File: src/rtl/core/sitda_pkg.sv
`default_nettype none
// ----------------------------------------------------------------------------
// sitda_pkg - shared definitions for the signed integer to decimal ASCII core
// Holds the character constants, the conversion step size and the command
// and status bundles that pass between the controller and the datapath.
// ----------------------------------------------------------------------------
package sitda_pkg;

	// default width of the signed input value
	localparam int VALUE_BITS_DEF = 32;

	// magnitude bits shifted into the BCD register per conversion cycle
	localparam int BITS_PER_STEP = 4;

	// bits of one BCD digit
	localparam int DIGIT_BITS = 4;

	// character codes
	localparam logic [6:0] CH_MINUS = 7'd45;
	localparam logic [6:0] CH_ZERO  = 7'd48;

	// controller to datapath commands
	typedef struct packed {
		logic load;      // capture a new value, clear the BCD register
		logic step;      // one shift-and-correct conversion cycle
		logic find;      // locate the leading non-zero digit
		logic adv;       // current digit word taken, move to the next digit
		logic sign_sel;  // present the minus sign instead of a digit
	} dp_cmd_t;

	// datapath to controller status
	typedef struct packed {
		logic conv_done; // this is the final conversion cycle
		logic ptr_zero;  // digit pointer at the least significant digit
		logic neg;       // captured value is negative
	} dp_sts_t;

endpackage : sitda_pkg
`default_nettype wire

File: src/rtl/core/sitda_dp.sv
`default_nettype none
// ----------------------------------------------------------------------------
// sitda_dp - conversion datapath
// Forms the unsigned magnitude, converts it to BCD by shift-and-add-3 a few
// bits per cycle, finds the leading digit and drives the outgoing character.
// ----------------------------------------------------------------------------
module sitda_dp
	import sitda_pkg::*;
#(
	parameter int VALUE_BITS = VALUE_BITS_DEF
) (
	input  wire logic                  clk,
	input  wire logic                  arst_n,
	input  wire logic [VALUE_BITS-1:0] value,
	input  wire dp_cmd_t               cmd,
	output dp_sts_t                    sts,
	output logic [6:0]                 char_code,
	output logic                       last
);

	localparam int STEPS = (VALUE_BITS + BITS_PER_STEP - 1) / BITS_PER_STEP;
	localparam int MAG_W = STEPS * BITS_PER_STEP;
	// decimal digits of 2^VALUE_BITS - 1 (log10(2) ~ 0.30103)
	localparam int NDIG  = (VALUE_BITS * 30103) / 100000 + 1;
	localparam int BCD_W = NDIG * DIGIT_BITS;
	localparam int CNT_W = $clog2(STEPS);
	localparam int PTR_W = $clog2(NDIG);

	logic                  neg_q;
	logic [MAG_W-1:0]      mag_q;
	logic [BCD_W-1:0]      bcd_q;
	logic [CNT_W-1:0]      cnt_q;
	logic [PTR_W-1:0]      ptr_q;

	logic [VALUE_BITS-1:0] mag_in;
	logic [MAG_W-1:0]      mag_nxt;
	logic [BCD_W-1:0]      bcd_nxt;
	logic [PTR_W-1:0]      lead_ptr;
	logic [DIGIT_BITS-1:0] cur_digit;

	// magnitude of the incoming value, unsigned so the most negative fits
	assign mag_in = value[VALUE_BITS-1] ? (~value + VALUE_BITS'(1)) : value;

	// shift-and-add-3 over BITS_PER_STEP bits
	always_comb begin
		bcd_nxt = bcd_q;
		mag_nxt = mag_q;
		for (int s = 0; s < BITS_PER_STEP; s++) begin
			for (int d = 0; d < NDIG; d++) begin
				if (bcd_nxt[d*DIGIT_BITS +: DIGIT_BITS] >= DIGIT_BITS'(5)) begin
					bcd_nxt[d*DIGIT_BITS +: DIGIT_BITS] =
						bcd_nxt[d*DIGIT_BITS +: DIGIT_BITS] + DIGIT_BITS'(3);
				end
			end
			bcd_nxt = {bcd_nxt[BCD_W-2:0], mag_nxt[MAG_W-1]};
			mag_nxt = {mag_nxt[MAG_W-2:0], 1'b0};
		end
	end

	// leading non-zero digit, least significant digit when all are zero
	always_comb begin
		lead_ptr = '0;
		for (int d = 0; d < NDIG; d++) begin
			if (bcd_q[d*DIGIT_BITS +: DIGIT_BITS] != '0) begin
				lead_ptr = PTR_W'(d);
			end
		end
	end

	// step counter (control state)
	always_ff @(posedge clk or negedge arst_n) begin
		if (!arst_n) begin
			cnt_q <= '0;
		end else if (cmd.load) begin
			cnt_q <= '0;
		end else if (cmd.step) begin
			cnt_q <= cnt_q + CNT_W'(1);
		end
	end

	// payload registers
	always_ff @(posedge clk) begin
		if (cmd.load) begin
			neg_q <= value[VALUE_BITS-1];
			mag_q <= MAG_W'(mag_in);
			bcd_q <= '0;
		end else if (cmd.step) begin
			mag_q <= mag_nxt;
			bcd_q <= bcd_nxt;
		end
		if (cmd.find) begin
			ptr_q <= lead_ptr;
		end else if (cmd.adv && (ptr_q != '0)) begin
			ptr_q <= ptr_q - PTR_W'(1);
		end
	end

	assign cur_digit = bcd_q[ptr_q*DIGIT_BITS +: DIGIT_BITS];

	// outgoing character
	assign char_code = cmd.sign_sel ? CH_MINUS : (CH_ZERO + {3'b000, cur_digit});
	assign last      = !cmd.sign_sel && (ptr_q == '0);

	assign sts.conv_done = (cnt_q == CNT_W'(STEPS - 1));
	assign sts.ptr_zero  = (ptr_q == '0);
	assign sts.neg       = neg_q;

endmodule : sitda_dp
`default_nettype wire

File: src/rtl/core/sitda_ctrl.sv
`default_nettype none
// ----------------------------------------------------------------------------
// sitda_ctrl - sequencing controller
// Walks each value through capture, conversion, leading digit search and
// character output, and owns both stream handshakes.
// ----------------------------------------------------------------------------
module sitda_ctrl
	import sitda_pkg::*;
(
	input  wire logic    clk,
	input  wire logic    arst_n,
	input  wire logic    s_tvalid,
	output logic         s_tready,
	output logic         m_tvalid,
	input  wire logic    m_tready,
	input  wire dp_sts_t sts,
	output dp_cmd_t      cmd
);

	typedef enum logic [4:0] {
		ST_IDLE = 5'b00001,
		ST_CONV = 5'b00010,
		ST_FIND = 5'b00100,
		ST_SIGN = 5'b01000,
		ST_EMIT = 5'b10000
	} state_t;

	state_t state_q;
	state_t state_nxt;

	// next state
	always_comb begin
		state_nxt = state_q;
		case (state_q)
			ST_IDLE: begin
				if (s_tvalid) state_nxt = ST_CONV;
			end
			ST_CONV: begin
				if (sts.conv_done) state_nxt = ST_FIND;
			end
			ST_FIND: begin
				state_nxt = sts.neg ? ST_SIGN : ST_EMIT;
			end
			ST_SIGN: begin
				if (m_tready) state_nxt = ST_EMIT;
			end
			ST_EMIT: begin
				if (m_tready && sts.ptr_zero) state_nxt = ST_IDLE;
			end
			default: begin
				state_nxt = ST_IDLE;
			end
		endcase
	end

	always_ff @(posedge clk or negedge arst_n) begin
		if (!arst_n) begin
			state_q <= ST_IDLE;
		end else begin
			state_q <= state_nxt;
		end
	end

	// handshakes and datapath commands
	assign s_tready     = (state_q == ST_IDLE);
	assign m_tvalid     = (state_q == ST_SIGN) || (state_q == ST_EMIT);
	assign cmd.load     = s_tvalid && s_tready;
	assign cmd.step     = (state_q == ST_CONV);
	assign cmd.find     = (state_q == ST_FIND);
	assign cmd.adv      = (state_q == ST_EMIT) && m_tready;
	assign cmd.sign_sel = (state_q == ST_SIGN);

	// input is never taken while a character word is on offer
	a_no_overlap: assert property (@(posedge clk) disable iff (!arst_n)
		!(s_tready && m_tvalid))
		else $error("input accepted while output valid");

	// a captured value always starts conversion
	a_load_conv: assert property (@(posedge clk) disable iff (!arst_n)
		(s_tvalid && s_tready) |=> (state_q == ST_CONV))
		else $error("conversion did not follow capture");

	// the final digit word returns the controller to idle
	a_last_idle: assert property (@(posedge clk) disable iff (!arst_n)
		(cmd.adv && sts.ptr_zero) |=> (state_q == ST_IDLE))
		else $error("not idle after final character");

	// a sign word is always followed by digits
	a_sign_emit: assert property (@(posedge clk) disable iff (!arst_n)
		((state_q == ST_SIGN) && m_tready) |=> (state_q == ST_EMIT))
		else $error("sign not followed by digits");

endmodule : sitda_ctrl
`default_nettype wire

File: src/rtl/core/signed_int_to_decimal_ascii_core.sv
`default_nettype none
// ----------------------------------------------------------------------------
// signed_int_to_decimal_ascii_core - signed integer to decimal ASCII text
// Converts each two's complement word into its decimal characters, most
// significant first, with a leading '-' for negative values.
//
// Channel  Dir  Word contents (low bits first)         Per value
// s_*      in   tdata: value [VALUE_BITS-1:0]           one word
// m_*      out  tdata: char_code [6:0], zero bit [7]    1..NDIG+1 words
//                tlast: final character of the value
//
// Each value passes through capture, conversion, the leading digit search
// and then one output word per character.
// The shift-and-add-3 loop, four bits a cycle, sets the conversion time.
// Values are handled one at a time; s_tready is high only when idle.
// A stalled m_tready holds the current character word unchanged.
// Reset clears the controller and step counter; no clearing pass follows.
// ----------------------------------------------------------------------------
module signed_int_to_decimal_ascii_core
	import sitda_pkg::*;
#(
	parameter int VALUE_BITS = VALUE_BITS_DEF
) (
	input  wire logic                               clk,
	input  wire logic                               arst_n,
	// slave side: value
	input  wire logic                               s_tvalid,
	output logic                                    s_tready,
	input  wire logic [((VALUE_BITS+7)/8)*8-1:0]    s_tdata,   // value
	// master side: characters
	output logic                                    m_tvalid,
	input  wire logic                               m_tready,
	output logic [7:0]                              m_tdata,   // char_code, zero pad
	output logic                                    m_tlast    // last
);

	dp_cmd_t    cmd;
	dp_sts_t    sts;
	logic [6:0] char_code;

	// sequencing
	sitda_ctrl u_ctrl (
		.clk      (clk),
		.arst_n   (arst_n),
		.s_tvalid (s_tvalid),
		.s_tready (s_tready),
		.m_tvalid (m_tvalid),
		.m_tready (m_tready),
		.sts      (sts),
		.cmd      (cmd)
	);

	// conversion datapath
	sitda_dp #(
		.VALUE_BITS (VALUE_BITS)
	) u_dp (
		.clk       (clk),
		.arst_n    (arst_n),
		.value     (s_tdata[VALUE_BITS-1:0]),
		.cmd       (cmd),
		.sts       (sts),
		.char_code (char_code),
		.last      (m_tlast)
	);

	assign m_tdata = {1'b0, char_code};

endmodule : signed_int_to_decimal_ascii_core
`default_nettype wire

File: config.mk
export PLATFORM = sky130hd
export DESIGN_NAME = signed_int_to_decimal_ascii_core
export DESIGN_NICKNAME = d
export VERILOG_FILES = /design/src/rtl/core/sitda_pkg.sv /design/src/rtl/core/sitda_dp.sv /design/src/rtl/core/sitda_ctrl.sv /design/src/rtl/core/signed_int_to_decimal_ascii_core.sv
export SDC_FILE = /design/constraint.sdc
export NUM_CORES = 1
export LEC_CHECK = 0
export ABC_AREA = 1
export BUFFER_PORTS_ARGS = -buffer_cell sky130_fd_sc_hd__buf_2
export CORE_UTILIZATION = 65
export CTS_CLUSTER_DIAMETER = 30
export DETAILED_ROUTE_END_ITERATION = 8
export HOLD_SLACK_MARGIN = 0.06
export PLACE_DENSITY = 0.85
export SYNTH_ARGS = -nofsm -noshare
export SYNTH_HDL_FRONTEND = slang
export SYNTH_SLANG_ARGS = --single-unit
File: constraint.sdc
create_clock -name clk -period 5.6 [get_ports clk]
set_clock_uncertainty 0.05 [all_clocks]
set_input_delay 1.4 -clock clk [delete_from_list [all_inputs] [get_ports clk]]
set_output_delay 1.4 -clock clk [all_outputs]
set_load 0.005 [all_outputs]
==> impl_metrics.json <==
{
  "status": "finished, final reports clean",
  "routed_wl_um": 18700,
  "yosys.area_share.simple_pct": 39.4,
  "setup_viol": 0,
  "placementRows": 41,
  "fin_crit_ns": 4.01,
  "drv_slew": 0,
  "die_w_um": 116,
  "fp.coreArea_um2": 12600,
  "reg2reg_to": "u_dp.bcd_q[37]",
  "grt_max_degree": 73,
  "synth-xor-area-share_pct": 3.90,
  "die_height_um": 116,
  "path_max_fanout": 25,
  "synthTopCellsByCount": "342 x nand2_1, 186 x inv_1, 135 x nand3_1",
  "finalCritPeriodShare_pct": 71.6,
  "max_freq_ghz": 0.250,
  "met3WireLength_um": 880,
  "top_layer_used": "met4",
  "hold_path.class": "flop to flop",
  "reg2regPathDepth": 28,
  "holdWs_ns": 0.421,
  "clk-insertion-delay-late_ns": 0.34,
  "rsz0062_at_grt": "false",
  "vias": 8244,
  "grtUsageTotal_pct": 28.8,
  "area_growth_pct": 7.36,
  "drc_errors": 0,
  "synth-edff-count": 37,
  "end_kind": "primary output",
  "cts.repair.resized": 0,
  "viasPerCell": 5.47,
  "yosysWarnings": 0,
  "ys.flop_type": "dfxtp_1",
  "max_slew_margin_pct": 39.2,
  "port_buffers": 43,
  "cts_buffers": 9,
  "cts_root_buffer": "clkbuf_16",
  "holdPathEnd": "u_dp.bcd_q[0]",
  "synth-async-reset-ratio_pct": 9.41,
  "drt_iter0_drc": 453,
  "htree_levels": 3,
  "hold_viol_final": 0,
  "routabilityCongestion": 0.864,
  "routedWlPerCell_um": 12.4,
  "synth_top_family_by_area": "simple AND/OR/NAND/NOR gates",
  "hold_depth": 2,
  "hp-start": "u_dp.mag_q[28]",
  "start_util_pct": 66.8,
  "crit_path_start_kind": "flop",
  "seq_area_frac_synth_pct": 25.1,
  "synth_top_area_cell": "nand2_1",
  "drt_pass1_iterations": 5,
  "synth_top_cells_by_area": "nand2_1 15%, edfxtp_1 13%, dfxtp_1 9.5%",
  "synthMuxAreaShare_pct": 0,
  "required_ns": 4.15,
  "reg2reg_slack_ns": 2.17,
  "maxCapViolations": 0,
  "drive_above_1_share_pct": 15.7,
  "tightest_slew_ns": 0.904,
  "numClockSinks": 85,
  "antenna_left": 0,
  "clock_path_buffers": 2,
  "dp_hpwl_um": 14400,
  "synth_compound_area_share_pct": 14.3,
  "syn_inst": 1297,
  "route.met2.wl_um": 9070,
  "hold_buffers": 0,
  "regToRegStartpoint": "u_dp.bcd_q[33]",
  "wl_met1_um": 8450,
  "synth_cell_types": 55,
  "crit_arrival_ns": 2.56,
  "die_area_um2": 13400,
  "cts_setup_buffers": 0,
  "fin_tns_setup_ns": 0,
  "overflow": 0,
  "yosys_register_bits": 85,
  "cts.reportedPaths.clkPinSlew_ns": 0.06,
  "cts_tree": "yes",
  "syn_area_um2": 8430,
  "grt_pass1_vias": 7258,
  "antenna_found_initial": 0,
  "ioPinCount": 47,
  "synth_fa_ha_area_share_pct": 6.53,
  "critical_path_class": "flop to primary output",
  "final_nets": 1410,
  "antenna_cells": 0,
  "grt_pass1_wl_um": 31200,
  "post-synth-top-count-cell": "nand2_1",
  "final_util_pct": 71.7,
  "syn-mean-instance-area_um2": 6.50,
  "synth_top_area_share_pct": 15.2,
  "nFillCells": 1126
}
## cell type report
type / count / area (um2) / area share [%]
well taps: 172 / 215 / 2.38
inverters: 208 / 781 / 8.62
repair buffers: 47 / 245 / 2.71
multi-input cells: 979 / 5420 / 59.9
flip-flops and latches: 85 / 2110 / 23.3
clock inverters: 7 / 50.0 / 0.553
clock buffers: 9 / 225 / 2.49
## layout by cell type, fill, tap and decap left out, types with 4 or more instances in the layout
| master | instances |
|---|---|
| xor2_1 | 18 |
| and2_1 | 4 |
| nand3_2 | 24 |
| or2_2 | 5 |
| o21bai_1 | 7 |
| dfxtp_1 | 40 |
| nand3_1 | 135 |
| clkbuf_16 | 9 |
| o22ai_1 | 11 |
| nand4_1 | 22 |
| nor4_1 | 7 |
| ha_1 | 44 |
| inv_2 | 19 |
| o21ai_0 | 97 |
| xnor2_1 | 14 |
| nand2_4 | 8 |
| buf_4 | 4 |
| o21ai_1 | 15 |
| nand2_2 | 65 |
| o21ai_2 | 9 |
| o211ai_1 | 9 |
| dfrtp_1 | 7 |
| inv_1 | 186 |
| nand2_1 | 340 |
| a21oi_1 | 36 |
| edfxtp_1 | 37 |
| buf_2 | 43 |
| a21o_1 | 7 |
| nor2_1 | 52 |
| nor3_1 | 13 |
## kinds of logic after synthesis
| family | after synthesis |
|---|---|
| buffers and inverters | 234 |
| other | 2 |
| flip-flops | 85 |
| XOR/XNOR | 35 |
| AND/OR/NAND/NOR | 689 |
| adder cells (fa/ha/maj) | 44 |
| AO/OA/AOI/OAI | 208 |
## registers in the layout (all words and copies together), names as in the netlist
name            flops
u_dp.ptr_q          4
u_dp.cnt_q          3
u_dp.neg_q          1
u_ctrl.state_q      5
u_dp.bcd_q         40
u_dp.mag_q         32
## worst max path at each step
| stage | cells after the start | startpoint | end | slack, ns |
|---|---|---|---|---|
| global placement | 10 | s_tdata[2] | u_dp.mag_q[27] | 2.03 |
| floorplan | 3 | s_tvalid | u_dp.mag_q[0] | 2.38 |
| detailed placement | 10 | s_tdata[2] | u_dp.mag_q[27] | 1.91 |
| finish | 7 | u_dp.ptr_q[0] | m_tdata[1] | 1.59 |
| CTS | 7 | u_dp.ptr_q[0] | m_tdata[1] | 1.61 |
| global route | 7 | u_dp.ptr_q[0] | m_tdata[1] | 1.28 |
## layer usage
metal | vias up | GRT usage [%]
met5 | - | 0
met4 | 0 | 8.63
met3 | 27 | 4.24
met2 | 184 | 51.5
met1 | 3701 | 35.7
li1 | 4332 | -
## worst max-delay path: stages (launching register included)
cell,delay [ns]
edfxtp_1,0.76
clkinv_1,0.57
a21oi_1,0.27
o21ai_0,0.10
nand3_1,0.08
nand3_1,0.09
a21oi_1,0.19
buf_2,0.15
## stage by stage
| stage | worst slack [ns] | instances | cell area (um2) |
|---|---|---|---|
| final | 1.59 | 1507 | 9050 |
| after global routing | 1.28 | 1507 | 9050 |
| after CTS | 1.61 | 1507 | 9050 |
| after detailed placement | 1.91 | 1491 | 8780 |
| after global placement | 2.03 | 1491 | 8780 |
| after floorplan | 2.38 | 1298 | 8440 |
Power is not shown: default switching activity piles up to over one toggle a cycle in this logic, so the estimate is an artifact.
